$ cat src/hw/rtl/zcf_pkg.sv
// ----------------------------------------------------------------------------
// zcf_pkg
// Shared constants, types and helpers for the zero-cross frequency meter.
// ----------------------------------------------------------------------------
package zcf_pkg;

  localparam int SAMPLE_BITS   = 12;
  localparam int TIME_BITS     = 40;
  localparam int THR_BITS      = 12;
  localparam int PERIODS_BITS  = 8;
  localparam int FREQ_BITS     = 27;
  localparam int DISP_BITS     = 7;
  localparam int SEG_BITS      = 7;
  localparam int DIGIT_BITS    = 4;
  localparam int CFG_IDX_BITS  = 2;
  localparam int CFG_DATA_BITS = 12;

  // numerator = periods * 1e8, periods < 2^PERIODS_BITS
  localparam int NUM_BITS  = 35;
  localparam int STEP_BITS = $clog2(NUM_BITS);

  localparam logic [FREQ_BITS-1:0]    CENTI_SCALE   = 27'd100000000;
  localparam logic [FREQ_BITS-1:0]    FREQ_MAX      = 27'd100000000;
  localparam logic [FREQ_BITS-1:0]    HELD_RESET    = 27'd5000;
  localparam logic [THR_BITS-1:0]     THR_RESET     = 12'd2048;
  localparam logic [PERIODS_BITS-1:0] PERIODS_RESET = 8'd5;

  // display scaling: hz = (f + 50) / 100, clamped at 99
  localparam logic [DISP_BITS-1:0] DISP_MAX     = 7'd99;
  localparam logic [FREQ_BITS-1:0] ROUND_LIMIT  = 27'd9950;
  localparam int                   RND_BITS     = 14;
  localparam logic [RND_BITS-1:0]  ROUND_BIAS   = 14'd50;
  localparam int                   HZ_PROD_BITS = 27;
  localparam int                   HZ_RECIP     = 5243;  // 2^19 / 100, rounded up
  localparam int                   HZ_SHIFT     = 19;
  localparam int                   TEN_PROD_BITS = 15;
  localparam int                   TEN_RECIP    = 205;   // 2^11 / 10, rounded up
  localparam int                   TEN_SHIFT    = 11;
  localparam logic [DISP_BITS-1:0] DEC_BASE     = 7'd10;

  localparam int FIFO_DEPTH    = 2;
  localparam int FIFO_PTR_BITS = $clog2(FIFO_DEPTH);
  localparam int FIFO_CNT_BITS = $clog2(FIFO_DEPTH + 1);

  typedef enum logic [CFG_IDX_BITS-1:0] {
    CFG_THRESHOLD = 2'd0,
    CFG_PERIODS   = 2'd1
  } cfg_reg_t;

  typedef enum logic [2:0] {
    BK_IDLE,
    BK_DIV,
    BK_LOAD,
    BK_SCALE,
    BK_EMIT
  } back_state_t;

  // one classified request handed from front to back
  typedef struct packed {
    logic                 crossing;
    logic                 measure;
    logic [NUM_BITS-1:0]  numer;
    logic [TIME_BITS-1:0] divisor;
  } job_t;

  function automatic logic [SEG_BITS-1:0] seg7(input logic [DIGIT_BITS-1:0] digit);
    logic [SEG_BITS-1:0] pat;
    case (digit)
      4'd0:    pat = 7'h3F;
      4'd1:    pat = 7'h06;
      4'd2:    pat = 7'h5B;
      4'd3:    pat = 7'h4F;
      4'd4:    pat = 7'h66;
      4'd5:    pat = 7'h6D;
      4'd6:    pat = 7'h7D;
      4'd7:    pat = 7'h07;
      4'd8:    pat = 7'h7F;
      4'd9:    pat = 7'h6F;
      default: pat = '0;
    endcase
    return pat;
  endfunction

endpackage

$ cat src/hw/rtl/zcf_if.sv
// ----------------------------------------------------------------------------
// zcf channel interfaces
// Valid/ready channels for samples, results and configuration writes.
// ----------------------------------------------------------------------------
interface zcf_in_if import zcf_pkg::*; ();
  logic                   valid;
  logic                   ready;
  logic [SAMPLE_BITS-1:0] sample;
  logic [TIME_BITS-1:0]   time_us;

  modport source (output valid, output sample, output time_us, input ready);
  modport sink   (input valid, input sample, input time_us, output ready);
endinterface

interface zcf_out_if import zcf_pkg::*; ();
  logic                 valid;
  logic                 ready;
  logic                 crossing_seen;
  logic                 measurement_done;
  logic [FREQ_BITS-1:0] frequency_centihertz;
  logic [DISP_BITS-1:0] display_value;
  logic [SEG_BITS-1:0]  tens_segments;
  logic [SEG_BITS-1:0]  ones_segments;

  modport source (output valid, output crossing_seen, output measurement_done,
                  output frequency_centihertz, output display_value,
                  output tens_segments, output ones_segments, input ready);
  modport sink   (input valid, input crossing_seen, input measurement_done,
                  input frequency_centihertz, input display_value,
                  input tens_segments, input ones_segments, output ready);
endinterface

interface zcf_cfg_if import zcf_pkg::*; ();
  logic                     valid;
  logic                     ready;
  logic [CFG_IDX_BITS-1:0]  index;
  logic [CFG_DATA_BITS-1:0] data;

  modport source (output valid, output index, output data, input ready);
  modport sink   (input valid, input index, input data, output ready);
endinterface

$ cat src/hw/rtl/zcf_front.sv
// ----------------------------------------------------------------------------
// zcf_front
// Crossing detection, period accumulation and measurement decision.
// ----------------------------------------------------------------------------
module zcf_front import zcf_pkg::*; (
  input  logic        clk,
  input  logic        rst_n,
  zcf_in_if.sink      in_ch,
  zcf_cfg_if.sink     cfg_ch,
  input  logic        q_full,
  output logic        q_push,
  output job_t        q_job
);

  logic [THR_BITS-1:0]     thr_r, thr_nxt;
  logic [PERIODS_BITS-1:0] per_r, per_nxt;
  logic [SAMPLE_BITS-1:0]  prev_r, prev_nxt;
  logic [TIME_BITS-1:0]    ptime_r, ptime_nxt;
  logic                    have_r, have_nxt;
  logic [TIME_BITS-1:0]    sum_r, sum_nxt;
  logic [PERIODS_BITS-1:0] cnt_r, cnt_nxt;

  logic [SAMPLE_BITS-1:0]  thr;
  logic                    crossing;
  logic [TIME_BITS-1:0]    period;
  logic [TIME_BITS:0]      sum_ext;
  logic [TIME_BITS-1:0]    sum_sat;
  logic [PERIODS_BITS-1:0] cnt_inc;
  logic                    reach;
  logic                    accept;

  assign in_ch.ready  = !q_full;
  assign cfg_ch.ready = 1'b1;
  assign accept       = in_ch.valid && in_ch.ready;

  always_comb begin
    thr      = SAMPLE_BITS'(thr_r);
    crossing = (prev_r < thr) && (in_ch.sample >= thr);
    period   = in_ch.time_us - ptime_r;
    sum_ext  = {1'b0, sum_r} + {1'b0, period};
    sum_sat  = sum_ext[TIME_BITS] ? '1 : sum_ext[TIME_BITS-1:0];
    cnt_inc  = cnt_r + PERIODS_BITS'(1);
    reach    = (cnt_inc >= per_r) || (cnt_inc == '0);

    thr_nxt   = thr_r;
    per_nxt   = per_r;
    prev_nxt  = prev_r;
    ptime_nxt = ptime_r;
    have_nxt  = have_r;
    sum_nxt   = sum_r;
    cnt_nxt   = cnt_r;

    if (cfg_ch.valid && cfg_ch.ready) begin
      case (cfg_reg_t'(cfg_ch.index))
        CFG_THRESHOLD: thr_nxt = cfg_ch.data[THR_BITS-1:0];
        CFG_PERIODS:   per_nxt = cfg_ch.data[PERIODS_BITS-1:0];
        default: ;
      endcase
    end

    if (accept) begin
      prev_nxt = in_ch.sample;
      if (crossing) begin
        if (have_r) begin
          sum_nxt = reach ? '0 : sum_sat;
          cnt_nxt = reach ? '0 : cnt_inc;
        end
        ptime_nxt = in_ch.time_us;
        have_nxt  = 1'b1;
      end
    end

    q_push         = accept;
    q_job.crossing = crossing;
    q_job.measure  = crossing && have_r && reach && (sum_sat != '0);
    q_job.numer    = NUM_BITS'(cnt_inc) * NUM_BITS'(CENTI_SCALE);
    q_job.divisor  = sum_sat;
  end

  always_ff @(posedge clk) begin
    if (!rst_n) begin
      thr_r   <= THR_RESET;
      per_r   <= PERIODS_RESET;
      prev_r  <= '0;
      ptime_r <= '0;
      have_r  <= 1'b0;
      sum_r   <= '0;
      cnt_r   <= '0;
    end else begin
      thr_r   <= thr_nxt;
      per_r   <= per_nxt;
      prev_r  <= prev_nxt;
      ptime_r <= ptime_nxt;
      have_r  <= have_nxt;
      sum_r   <= sum_nxt;
      cnt_r   <= cnt_nxt;
    end
  end

endmodule

$ cat src/hw/rtl/zcf_fifo.sv
// ----------------------------------------------------------------------------
// zcf_fifo
// Short request queue between front and back.
// ----------------------------------------------------------------------------
module zcf_fifo import zcf_pkg::*; (
  input  logic clk,
  input  logic rst_n,
  input  logic push,
  input  job_t push_job,
  output logic full,
  input  logic pop,
  output job_t pop_job,
  output logic empty
);

  job_t                     mem_r [FIFO_DEPTH];
  logic [FIFO_PTR_BITS-1:0] wr_ptr_r, wr_ptr_nxt;
  logic [FIFO_PTR_BITS-1:0] rd_ptr_r, rd_ptr_nxt;
  logic [FIFO_CNT_BITS-1:0] cnt_r, cnt_nxt;
  logic                     do_push, do_pop;

  assign full    = (cnt_r == FIFO_CNT_BITS'(FIFO_DEPTH));
  assign empty   = (cnt_r == '0);
  assign pop_job = mem_r[rd_ptr_r];
  assign do_push = push && !full;
  assign do_pop  = pop && !empty;

  always_comb begin
    wr_ptr_nxt = wr_ptr_r;
    rd_ptr_nxt = rd_ptr_r;
    cnt_nxt    = cnt_r;
    if (do_push) begin
      wr_ptr_nxt = (wr_ptr_r == FIFO_PTR_BITS'(FIFO_DEPTH - 1)) ? '0
                 : wr_ptr_r + FIFO_PTR_BITS'(1);
    end
    if (do_pop) begin
      rd_ptr_nxt = (rd_ptr_r == FIFO_PTR_BITS'(FIFO_DEPTH - 1)) ? '0
                 : rd_ptr_r + FIFO_PTR_BITS'(1);
    end
    case ({do_push, do_pop})
      2'b10:   cnt_nxt = cnt_r + FIFO_CNT_BITS'(1);
      2'b01:   cnt_nxt = cnt_r - FIFO_CNT_BITS'(1);
      default: cnt_nxt = cnt_r;
    endcase
  end

  always_ff @(posedge clk) begin
    if (do_push) begin
      mem_r[wr_ptr_r] <= push_job;
    end
  end

  always_ff @(posedge clk) begin
    if (!rst_n) begin
      wr_ptr_r <= '0;
      rd_ptr_r <= '0;
      cnt_r    <= '0;
    end else begin
      wr_ptr_r <= wr_ptr_nxt;
      rd_ptr_r <= rd_ptr_nxt;
      cnt_r    <= cnt_nxt;
    end
  end

endmodule

$ cat src/hw/rtl/zcf_back.sv
// ----------------------------------------------------------------------------
// zcf_back
// Restoring divider, held frequency, display scaling and output register.
// ----------------------------------------------------------------------------
module zcf_back import zcf_pkg::*; (
  input  logic     clk,
  input  logic     rst_n,
  input  logic     q_empty,
  input  job_t     q_job,
  output logic     q_pop,
  zcf_out_if.source out_ch
);

  back_state_t          state_r, state_nxt;
  logic                 cross_r, cross_nxt;
  logic                 done_r, done_nxt;
  logic [FREQ_BITS-1:0] held_r, held_nxt;
  logic [TIME_BITS-1:0] rem_r, rem_nxt;
  logic [NUM_BITS-1:0]  quo_r, quo_nxt;
  logic [TIME_BITS-1:0] dsr_r, dsr_nxt;
  logic [STEP_BITS-1:0] step_r, step_nxt;
  logic [DISP_BITS-1:0] hz_r, hz_nxt;

  logic                 ov_r, ov_nxt;
  logic                 o_cross_r, o_cross_nxt;
  logic                 o_done_r, o_done_nxt;
  logic [FREQ_BITS-1:0] o_freq_r, o_freq_nxt;
  logic [DISP_BITS-1:0] o_disp_r, o_disp_nxt;
  logic [SEG_BITS-1:0]  o_tens_r, o_tens_nxt;
  logic [SEG_BITS-1:0]  o_ones_r, o_ones_nxt;

  logic [TIME_BITS:0]      rem_sh, diff;
  logic                    ge;
  logic [RND_BITS-1:0]     rnd;
  logic [HZ_PROD_BITS-1:0] hz_prod;
  logic [TEN_PROD_BITS-1:0] ten_prod;
  logic [DIGIT_BITS-1:0]   tens, ones;
  logic                    slot_free;

  assign out_ch.valid                = ov_r;
  assign out_ch.crossing_seen        = o_cross_r;
  assign out_ch.measurement_done     = o_done_r;
  assign out_ch.frequency_centihertz = o_freq_r;
  assign out_ch.display_value        = o_disp_r;
  assign out_ch.tens_segments        = o_tens_r;
  assign out_ch.ones_segments        = o_ones_r;

  always_comb begin
    // one quotient bit per cycle
    rem_sh = {rem_r, quo_r[NUM_BITS-1]};
    diff   = rem_sh - {1'b0, dsr_r};
    ge     = !diff[TIME_BITS];

    rnd      = RND_BITS'(held_r) + ROUND_BIAS;
    hz_prod  = HZ_PROD_BITS'(rnd) * HZ_PROD_BITS'(HZ_RECIP);
    ten_prod = TEN_PROD_BITS'(hz_r) * TEN_PROD_BITS'(TEN_RECIP);
    tens     = DIGIT_BITS'(ten_prod >> TEN_SHIFT);
    ones     = DIGIT_BITS'(hz_r - DISP_BITS'(tens) * DEC_BASE);

    slot_free = !ov_r || out_ch.ready;

    state_nxt   = state_r;
    cross_nxt   = cross_r;
    done_nxt    = done_r;
    held_nxt    = held_r;
    rem_nxt     = rem_r;
    quo_nxt     = quo_r;
    dsr_nxt     = dsr_r;
    step_nxt    = step_r;
    hz_nxt      = hz_r;
    ov_nxt      = ov_r && !out_ch.ready;
    o_cross_nxt = o_cross_r;
    o_done_nxt  = o_done_r;
    o_freq_nxt  = o_freq_r;
    o_disp_nxt  = o_disp_r;
    o_tens_nxt  = o_tens_r;
    o_ones_nxt  = o_ones_r;
    q_pop       = 1'b0;

    case (state_r)
      BK_IDLE: begin
        if (!q_empty) begin
          q_pop     = 1'b1;
          cross_nxt = q_job.crossing;
          done_nxt  = q_job.measure;
          if (q_job.measure) begin
            rem_nxt   = '0;
            quo_nxt   = q_job.numer;
            dsr_nxt   = q_job.divisor;
            step_nxt  = '0;
            state_nxt = BK_DIV;
          end else begin
            state_nxt = BK_SCALE;
          end
        end
      end
      BK_DIV: begin
        rem_nxt  = ge ? diff[TIME_BITS-1:0] : rem_sh[TIME_BITS-1:0];
        quo_nxt  = {quo_r[NUM_BITS-2:0], ge};
        step_nxt = step_r + STEP_BITS'(1);
        if (step_r == STEP_BITS'(NUM_BITS - 1)) begin
          state_nxt = BK_LOAD;
        end
      end
      BK_LOAD: begin
        held_nxt  = (quo_r > NUM_BITS'(FREQ_MAX)) ? FREQ_MAX : quo_r[FREQ_BITS-1:0];
        state_nxt = BK_SCALE;
      end
      BK_SCALE: begin
        hz_nxt    = (held_r >= ROUND_LIMIT) ? DISP_MAX : DISP_BITS'(hz_prod >> HZ_SHIFT);
        state_nxt = BK_EMIT;
      end
      BK_EMIT: begin
        if (slot_free) begin
          ov_nxt      = 1'b1;
          o_cross_nxt = cross_r;
          o_done_nxt  = done_r;
          o_freq_nxt  = held_r;
          o_disp_nxt  = hz_r;
          o_tens_nxt  = seg7(tens);
          o_ones_nxt  = seg7(ones);
          state_nxt   = BK_IDLE;
        end
      end
      default: state_nxt = BK_IDLE;
    endcase
  end

  always_ff @(posedge clk) begin
    if (!rst_n) begin
      state_r <= BK_IDLE;
      held_r  <= HELD_RESET;
      ov_r    <= 1'b0;
    end else begin
      state_r <= state_nxt;
      held_r  <= held_nxt;
      ov_r    <= ov_nxt;
    end
  end

  always_ff @(posedge clk) begin
    cross_r   <= cross_nxt;
    done_r    <= done_nxt;
    rem_r     <= rem_nxt;
    quo_r     <= quo_nxt;
    dsr_r     <= dsr_nxt;
    step_r    <= step_nxt;
    hz_r      <= hz_nxt;
    o_cross_r <= o_cross_nxt;
    o_done_r  <= o_done_nxt;
    o_freq_r  <= o_freq_nxt;
    o_disp_r  <= o_disp_nxt;
    o_tens_r  <= o_tens_nxt;
    o_ones_r  <= o_ones_nxt;
  end

endmodule

$ cat src/hw/rtl/zero_cross_frequency_meter.sv
// ----------------------------------------------------------------------------
// zero_cross_frequency_meter
// Reciprocal frequency meter with a two-digit seven-segment readout.
// ----------------------------------------------------------------------------
// Usage:
//   in_ch  : one request per converter sample {sample, time_us}.
//   out_ch : exactly one result per accepted sample, in order: crossing flag,
//            measurement flag, held frequency in centihertz, rounded hertz
//            and the two digit patterns.
//   cfg_ch : register writes, index 0 = crossing threshold, 1 = periods per
//            measurement; always ready, write only while the block is idle.
// Path: an accepted sample is queued, then the back end takes it and runs
//   scale and emit; a sample that closes a measurement first runs the 35-step
//   restoring divider (one quotient bit per cycle) and load before scale.
// Pacing: the back end takes the next request from the queue only after it
//   has emitted the last one, and emit waits while out_ch is stalled.
// A two-entry queue lets the front keep accepting while the back divides or
// waits; the front stalls in_ch only when the queue is full.
// Reset: synchronous, active low. Threshold 2048, 5 periods, held frequency
//   50 Hz, no crossing seen yet, queue and output register empty.
// Stall: a held result stays on out_ch unchanged until taken; the back end
//   then waits and the queue fills before in_ch.ready drops.
// ----------------------------------------------------------------------------
module zero_cross_frequency_meter import zcf_pkg::*; (
  input  logic      clk,
  input  logic      rst_n,
  zcf_in_if.sink    in_ch,
  zcf_out_if.source out_ch,
  zcf_cfg_if.sink   cfg_ch
);

  // front -> queue
  logic q_push;
  job_t q_push_job;
  logic q_full;

  // queue -> back
  logic q_pop;
  job_t q_pop_job;
  logic q_empty;

  // Front: threshold compare, period sum and count, measurement decision.
  zcf_front u_front (
    .clk    (clk),
    .rst_n  (rst_n),
    .in_ch  (in_ch),
    .cfg_ch (cfg_ch),
    .q_full (q_full),
    .q_push (q_push),
    .q_job  (q_push_job)
  );

  // Decoupling queue between classification and division.
  zcf_fifo u_fifo (
    .clk      (clk),
    .rst_n    (rst_n),
    .push     (q_push),
    .push_job (q_push_job),
    .full     (q_full),
    .pop      (q_pop),
    .pop_job  (q_pop_job),
    .empty    (q_empty)
  );

  // Back: divide, hold frequency, format display, drive out_ch.
  zcf_back u_back (
    .clk     (clk),
    .rst_n   (rst_n),
    .q_empty (q_empty),
    .q_job   (q_pop_job),
    .q_pop   (q_pop),
    .out_ch  (out_ch)
  );

endmodule

$ cat src/flat_wrapper.sv
// flat-port wrapper written by rule: the top's interface ports become plain ports
module zero_cross_frequency_meter_flat import zcf_pkg::*;
  (clk, rst_n, in_ch_valid, in_ch_sample, in_ch_time_us, in_ch_ready, out_ch_valid, out_ch_crossing_seen, out_ch_measurement_done, out_ch_frequency_centihertz, out_ch_display_value, out_ch_tens_segments, out_ch_ones_segments, out_ch_ready, cfg_ch_valid, cfg_ch_index, cfg_ch_data, cfg_ch_ready);
  zcf_in_if in_ch_i ();
  zcf_out_if out_ch_i ();
  zcf_cfg_if cfg_ch_i ();
  input  logic clk;
  input  logic rst_n;
  input wire logic [$bits(in_ch_i.valid)-1:0] in_ch_valid;
  input wire logic [$bits(in_ch_i.sample)-1:0] in_ch_sample;
  input wire logic [$bits(in_ch_i.time_us)-1:0] in_ch_time_us;
  output wire logic [$bits(in_ch_i.ready)-1:0] in_ch_ready;
  output wire logic [$bits(out_ch_i.valid)-1:0] out_ch_valid;
  output wire logic [$bits(out_ch_i.crossing_seen)-1:0] out_ch_crossing_seen;
  output wire logic [$bits(out_ch_i.measurement_done)-1:0] out_ch_measurement_done;
  output wire logic [$bits(out_ch_i.frequency_centihertz)-1:0] out_ch_frequency_centihertz;
  output wire logic [$bits(out_ch_i.display_value)-1:0] out_ch_display_value;
  output wire logic [$bits(out_ch_i.tens_segments)-1:0] out_ch_tens_segments;
  output wire logic [$bits(out_ch_i.ones_segments)-1:0] out_ch_ones_segments;
  input wire logic [$bits(out_ch_i.ready)-1:0] out_ch_ready;
  input wire logic [$bits(cfg_ch_i.valid)-1:0] cfg_ch_valid;
  input wire logic [$bits(cfg_ch_i.index)-1:0] cfg_ch_index;
  input wire logic [$bits(cfg_ch_i.data)-1:0] cfg_ch_data;
  output wire logic [$bits(cfg_ch_i.ready)-1:0] cfg_ch_ready;
  assign in_ch_i.valid = in_ch_valid;
  assign in_ch_i.sample = in_ch_sample;
  assign in_ch_i.time_us = in_ch_time_us;
  assign in_ch_ready = in_ch_i.ready;
  assign out_ch_valid = out_ch_i.valid;
  assign out_ch_crossing_seen = out_ch_i.crossing_seen;
  assign out_ch_measurement_done = out_ch_i.measurement_done;
  assign out_ch_frequency_centihertz = out_ch_i.frequency_centihertz;
  assign out_ch_display_value = out_ch_i.display_value;
  assign out_ch_tens_segments = out_ch_i.tens_segments;
  assign out_ch_ones_segments = out_ch_i.ones_segments;
  assign out_ch_i.ready = out_ch_ready;
  assign cfg_ch_i.valid = cfg_ch_valid;
  assign cfg_ch_i.index = cfg_ch_index;
  assign cfg_ch_i.data = cfg_ch_data;
  assign cfg_ch_ready = cfg_ch_i.ready;
  zero_cross_frequency_meter u_core (.clk(clk), .rst_n(rst_n), .in_ch(in_ch_i), .out_ch(out_ch_i), .cfg_ch(cfg_ch_i));
endmodule
$ cat config.mk
export PLATFORM = sky130hd
export DESIGN_NAME = zero_cross_frequency_meter_flat
export DESIGN_NICKNAME = d
export VERILOG_FILES = /design/src/hw/rtl/zcf_pkg.sv /design/src/hw/rtl/zcf_if.sv /design/src/hw/rtl/zcf_front.sv /design/src/hw/rtl/zcf_fifo.sv /design/src/hw/rtl/zcf_back.sv /design/src/hw/rtl/zero_cross_frequency_meter.sv /design/src/flat_wrapper.sv
export SDC_FILE = /design/constraint.sdc
export NUM_CORES = 1
export LEC_CHECK = 0
export BUFFER_PORTS_ARGS = -buffer_cell sky130_fd_sc_hd__buf_4
export CAP_MARGIN = 20
export CORE_MARGIN = 5
export CORE_UTILIZATION = 35
export CTS_CLUSTER_SIZE = 40
export DETAILED_ROUTE_END_ITERATION = 16
export SYNTH_ARGS = -nofsm -noshare
export SYNTH_HDL_FRONTEND = slang
export SYNTH_SLANG_ARGS = --single-unit
$ cat constraint.sdc
create_clock -name clk -period 7.8 [get_ports clk]
set_clock_uncertainty 0.05 [all_clocks]
set_input_delay 0.39 -clock clk [delete_from_list [all_inputs] [get_ports clk]]
set_output_delay 0.39 -clock clk [all_outputs]
set_load 0.02 [all_outputs]
==> flow_metrics.tcl, run 1 <==
set metrics [dict create \
    outcome "completed" \
    post_cts_buffers 0 \
    ir_worst_vdd_mv 0.254 \
    wirelength_mm 69.1 \
    wl_met3_mm 2.29 \
    path_cells "ha_1 -> a21oi_1 -> nand2_1 -> and4_1 -> xor2_1 -> ha_1 -> fa_1 -> inv_1 -> fa_1 -> inv_1 -> fa_1 -> fa_1 -> ha_1 -> a21o_1 -> a21oi_1 -> nor2b_1 -> a211oi_1 -> nor3_1 -> o21a_1 -> o31ai_1 -> nor2b_1 -> xnor2_1 -> and2_1" \
    path_common_cell "fa_1" \
    wl_per_cell_um 15.4 \
    fillCellCount 8757 \
    die_h_um 310 \
    io_pins 124 \
    path_class "flip-flop to flip-flop" \
    synth_area_sq_mm 0.0315 \
    path_max_fanout 9 \
    dp_hpwl_mm 51.1 \
    grt-ovfl-total 0 \
    antenna_found_initial 4 \
    num_vias 22100 \
    die-area_sq_mm 0.0961 \
    hold_viol 0 \
    clk_pin_slew_ns 0.06 \
    die_w_um 310 \
    nets 3808 \
    worst_pin_slew_ns 1.03 \
    clock_latency_ns 0.63 \
    maxSlewViolCount 0 \
    synth-seq-area-share_pct 40.3 \
    worst_setup_path_end_kind "flip-flop" \
    slew_headroom_pct 31.0 \
    synthCells 3108 \
    cts.repair.resized 0 \
    ys_warn_count 0 \
    fmax_ghz 0.147 \
    root_buffer "clkbuf_16" \
    htree_levels 2 \
    fin_crit_ns 6.81 \
    gp_congestion 0.884 \
    holdBufCountCts 65 \
    cp_slowest_cell "xor2_1" \
    cts_sinks 475 \
    crit_buf_inv 2 \
    synthFlopType "edfxtp_1" \
    comb_power_share_pct 48.2 \
    maxCapViolations 0 \
    startpoint_type "flip-flop" \
    drc 0 \
    fin_area_sq_mm 0.0362 \
    p_int_mw 7.62 \
    finish.utilization_pct 40.4 \
    pwr_density_cell_mw_per_mm2 345 \
    rsz0062_at_grt "false" \
    areaGrowthSynthToFinish_pct 15.0 \
    setup_viol 0 \
    cts_tree "done" \
    hold_class "input port to flip-flop" \
    ys_types 74 \
    initial_core_util_pct 35.1 \
    placement_rows 110 \
    cts_inserted_buffers 55 \
    synth-seq-cells 475 \
    grt_pass1_wl_mm 113 \
    postSynthAreaPerCell_sq_um 10.1 \
    synth_edf_count 318 \
    ant_nets 0 \
    switching_share_pct 39.0 \
    switchingPower_mw 4.87 \
    vias_per_cell 4.92 \
    grt_start_max_net_pins 81 \
    p_clk_share_pct 20.5 \
    firstDrtPassIters 5 \
    io_buffers 122 \
    seq_power_share_pct 31.4 \
    cp_top_family "adder cells" \
    wl_met2_mm 31.6 \
    grt_pass1_vias 21800 \
    layout_commonest_cell "inv_1" \
    power.leakage_nw 15.6 \
    core_sq_mm 0.0896 \
    cpPeakStageDelay_ns 0.56 \
    final_cell_mix "inv_1 (365), ha_1 (346), edfxtp_1 (318)" \
    drt_iter0_markers 1166 \
    arrival_ns 7.13 \
    required_ns 8.12 \
    cts_max_path_buffers 3 \
    track_usage_pct 14.3 \
    layout-drive-gt1-share_pct 9.65 \
    placed_cell_area_sq_mm 0.0337 \
    top_layer_used "met5" \
    timing.final.crit_share_pct 87.3 \
    met1_length_mm 33.6 \
    async_flop_share_pct 0 \
    synth_nets 3637 \
    tns_ns 0 \
]
registers in the layout, indices dropped and copies added (netlist names), 8 cells and up, named ones only:
| signal | cells |
|---|---|
| u_core.u_fifo.mem_r | 138 |
| u_core.u_back.dsr_r | 40 |
| u_core.u_back.rem_r | 40 |
| u_core.u_front.ptime_r | 40 |
| u_core.u_front.sum_r | 40 |
| u_core.u_back.quo_r | 35 |
| u_core.u_back.held_r | 27 |
| u_core.u_back.out_ch.frequency_centihertz | 27 |
| u_core.u_front.prev_r | 12 |
| u_core.u_front.thr | 12 |
| u_core.u_front.cnt_r | 8 |
| u_core.u_front.per_r | 8 |
synth_stat cells, drive strengths merged (51+ instances only):
master	instances	area (sq um)
o21ai	120	604
nor2	219	822
dfxtp	157	3140
xor2	51	447
ha	346	4330
a21o	78	586
nand3	84	420
xnor2	112	981
nand2	241	905
fa	112	2240
mux2i	108	1080
a21oi	238	1190
clkbuf	85	319
edfxtp	318	9550
inv	365	1370
metrics by stage:
step | std cells | setup slack [ns] | hold WS [ns] | power [mW]
floorplan | 3108 | 0.841 | 0.350 | 8.63
global placement | 4332 | 0.936 | 0.380 | 9.93
detailed placement | 4333 | 0.906 | 0.383 | 10.0
CTS | 4501 | 0.961 | 0.140 | 12.7
global route | 4501 | 0.480 | 0.186 | 13.7
finish | 4502 | 0.993 | 0.190 | 12.5
worst reg2reg max path, cell delays in order (launching register included):
cell,delay (ns)
dfxtp_1,0.41
ha_1,0.28
a21oi_1,0.26
nand2_1,0.11
and4_1,0.25
xor2_1,0.56
ha_1,0.38
fa_1,0.56
inv_1,0.06
fa_1,0.50
inv_1,0.05
fa_1,0.46
fa_1,0.49
ha_1,0.32
a21o_1,0.18
a21oi_1,0.14
nor2b_1,0.07
a211oi_1,0.34
nor3_1,0.13
o21a_1,0.24
o31ai_1,0.36
nor2b_1,0.21
xnor2_1,0.07
and2_1,0.15
routing by layer:
layer,vias up,GRT usage (%)
li1,11200,-
met1,10500,19.7
met2,291,23.8
met3,96,1.97
met4,4,3.83
met5,-,0
power by group through the flow:
stage                     registers (mW)  logic [mW]  clock network [mW]
after floorplan                     3.87        4.76                   0
after global placement              3.96        5.97                   0
after detailed placement            3.97        6.03                   0
after CTS                           3.93        6.10                2.65
after global routing                3.98        6.95                2.73
final                               3.92        6.02                2.55
kinds of logic after synthesis:
| kind of cell | Yosys count | synth area share (%) |
|---|---|---|
| other cells | 1 | 0.0119 |
| buf+inv | 466 | 5.66 |
| xor+xnor | 163 | 4.53 |
| flops | 475 | 40.3 |
| mux | 150 | 4.94 |
| fa+ha+maj | 458 | 20.9 |
| compound gates | 625 | 12.3 |
| simple gates | 770 | 11.4 |
final timing paths:
check / startpoint / to / slack, ns / depth (start not counted)
worst min-delay path: out_ch_ready / u_core.u_back.out_ch.valid / 0.19 / 4
worst max-delay path: u_core.u_back.held_r[1] / u_core.u_back.hz_r[4] / 0.99 / 23
worst min register to register: u_core.u_back.done_r / u_core.u_back.out_ch.measurement_done / 0.39 / 0
worst max register to register: u_core.u_back.held_r[1] / u_core.u_back.hz_r[4] / 0.99 / 23
cell type report:
| type | instances | area (sq um) | share of cell area, % |
|---|---|---|---|
| antenna | 1 | 2.50 | 0.00691 |
| clock buffer | 71 | 1510 | 4.16 |
| clock inverter | 32 | 298 | 0.823 |
| inverter | 366 | 1380 | 3.80 |
| multi-input combinational | 2167 | 17100 | 47.2 |
| sequential | 475 | 12700 | 35.1 |
| tap | 1176 | 1470 | 4.07 |
| timing repair buffer | 214 | 1770 | 4.89 |
Power figures use the tool's default switching activity.
==> run 2: changes to the inputs <==
CORE_MARGIN = default   (was 5)
CTS_BUF_LIST = sky130_fd_sc_hd__clkbuf_8   (was default)
==> flow_metrics.tcl, run 2 (synthesis gave the netlist of run 1 again) <==
set metrics [dict create \
    outcome "finished with violations" \
    violations "DRC" \
    wl_met2_mm 31.3 \
    placement_rows 109 \
    hold_class "input port to flip-flop" \
    final_cells 4555 \
    grt_pass1_wl_mm 112 \
    placed_cell_area_sq_mm 0.0337 \
    slew_headroom_pct 30.6 \
    startpoint_type "flip-flop" \
    worst_setup_path_end_kind "flip-flop" \
    die-area_sq_mm 0.0912 \
    fillCellCount 8655 \
    clock_latency_ns 0.72 \
    gp_congestion 0.854 \
    layout_commonest_cell "inv_1" \
    fin_area_sq_mm 0.0363 \
    root_buffer "clkbuf_8" \
    met1_length_mm 33.5 \
    power.total_mw 12.5 \
    drt_iter0_markers 1123 \
    cts_inserted_buffers 85 \
    cts_tree "done" \
    final_cell_mix "inv_1 (391), ha_1 (346), edfxtp_1 (318)" \
    rsz0062_at_grt "false" \
    arrival_ns 7.31 \
    top_register "u_core.u_fifo.mem_r" \
    pre_cts_ws_ns 0.868 \
    drc 3 \
    die_h_um 302 \
    layout-drive-gt1-share_pct 10.6 \
    top_layer_used "met4" \
    io_buffers 122 \
    timing.final.crit_share_pct 88.5 \
    wirelength_mm 68.7 \
    grt_pass1_vias 22200 \
    wl_per_cell_um 15.1 \
    cts_sinks 475 \
    initial_core_util_pct 35.5 \
    firstDrtPassIters 13 \
    path_class "flip-flop to flip-flop" \
    num_vias 22100 \
    worst_slack_ns 0.894 \
    cts_max_path_buffers 3 \
    maxCapViolations 0 \
    areaGrowthSynthToFinish_pct 15.4 \
    fin_crit_ns 6.91 \
    numPlacedInstances 4322 \
    hold_viol 0 \
    io_pins 124 \
    dp_hpwl_mm 50.1 \
    antenna_found_initial 2 \
    power.leakage_nw 15.8 \
    fmax_ghz 0.145 \
    required_ns 8.20 \
    ant_nets 0 \
    htree_levels 3 \
    setup_viol 0 \
    worst_pin_slew_ns 1.04 \
    vias_per_cell 4.86 \
    largest_reg_flops 138 \
    ir_worst_vdd_mv 0.227 \
    grt_start_max_net_pins 90 \
    die_w_um 302 \
    nets 3845 \
    clk_pin_slew_ns 0.06 \
    grt-ovfl-total 0 \
    core_sq_mm 0.0888 \
    path_max_fanout 9 \
    maxSlewViolCount 0 \
    wl_met3_mm 2.51 \
    tns_ns 0 \
    cts.repair.resized 0 \
    pwr_density_cell_mw_per_mm2 344 \
    track_usage_pct 15.2 \
]
run 2: path summary, 6_finish.rpt:
path / startpoint / endpoint / slack (ns) / depth (start not counted)
worst max-delay path: u_core.u_back.held_r[1] / u_core.u_back.hz_r[6] / 0.89 / 23
worst min register to register: u_core.u_front.prev_r[0] / u_core.u_front.prev_r[0] / 0.40 / 2
worst min-delay path: cfg_ch_index[1] / u_core.u_front.thr[5] / 0.21 / 5
worst max register to register: u_core.u_back.held_r[1] / u_core.u_back.hz_r[6] / 0.89 / 23
run 2: power breakdown:
part	leakage, nW	switching (mW)	internal [mW]
sequential	4.20	0.335	3.58
clock	1.05	1.10	1.46
combinational	10.5	3.47	2.56
total	15.8	4.91	7.60
run 2: worst max-delay path, cell delays in order (launching register included):
cell      delay, ns
dfxtp_1        0.52
ha_1           0.27
a21oi_1        0.11
nand2_1        0.10
and4_1         0.25
xor2_1         0.61
ha_1           0.38
fa_1           0.54
inv_1          0.06
fa_1           0.49
inv_1          0.06
fa_1           0.47
fa_1           0.50
ha_1           0.31
a21o_1         0.18
a21oi_1        0.13
nor2b_1        0.06
a211oi_1       0.35
nor3_1         0.14
o21a_1         0.25
o31ai_1        0.40
a21oi_1        0.15
xnor2_1        0.20
nand2_1        0.07
run 2: through the flow:
stage	util (%)	hold WS, ns
after global placement	38.0	0.392
after CTS	40.9	0.121
final	40.9	0.210
after floorplan	-	0.350
after global routing	40.9	0.194
after detailed placement	38.0	0.392
run 2: per-layer routing:
| layer | global-route usage [%] | up-vias |
|---|---|---|
| met4 | 4.67 | 0 |
| met2 | 24.9 | 267 |
| met5 | 0 | - |
| met3 | 2.87 | 91 |
| li1 | - | 11300 |
| met1 | 20.2 | 10500 |
run 2: final cells by class:
class,instances,area (sq um),share of cell area (%)
timing repair buffer,221,1860,5.12
multi-input combinational,2167,17100,47.0
clock inverter,61,528,1.45
inverter,366,1380,3.79
antenna,2,5.00,0.0138
tap,1165,1460,4.01
sequential,475,12700,34.9
clock buffer,98,1350,3.71
run 2: what timing repair did:
| item | CTS | global route |
|---|---|---|
| buffers inserted | 0 | 0 |
| endpoints found under the setup margin | 0 | 0 |
| hold endpoints to repair | 87 | 0 |
| hold buffers | 72 | 0 |
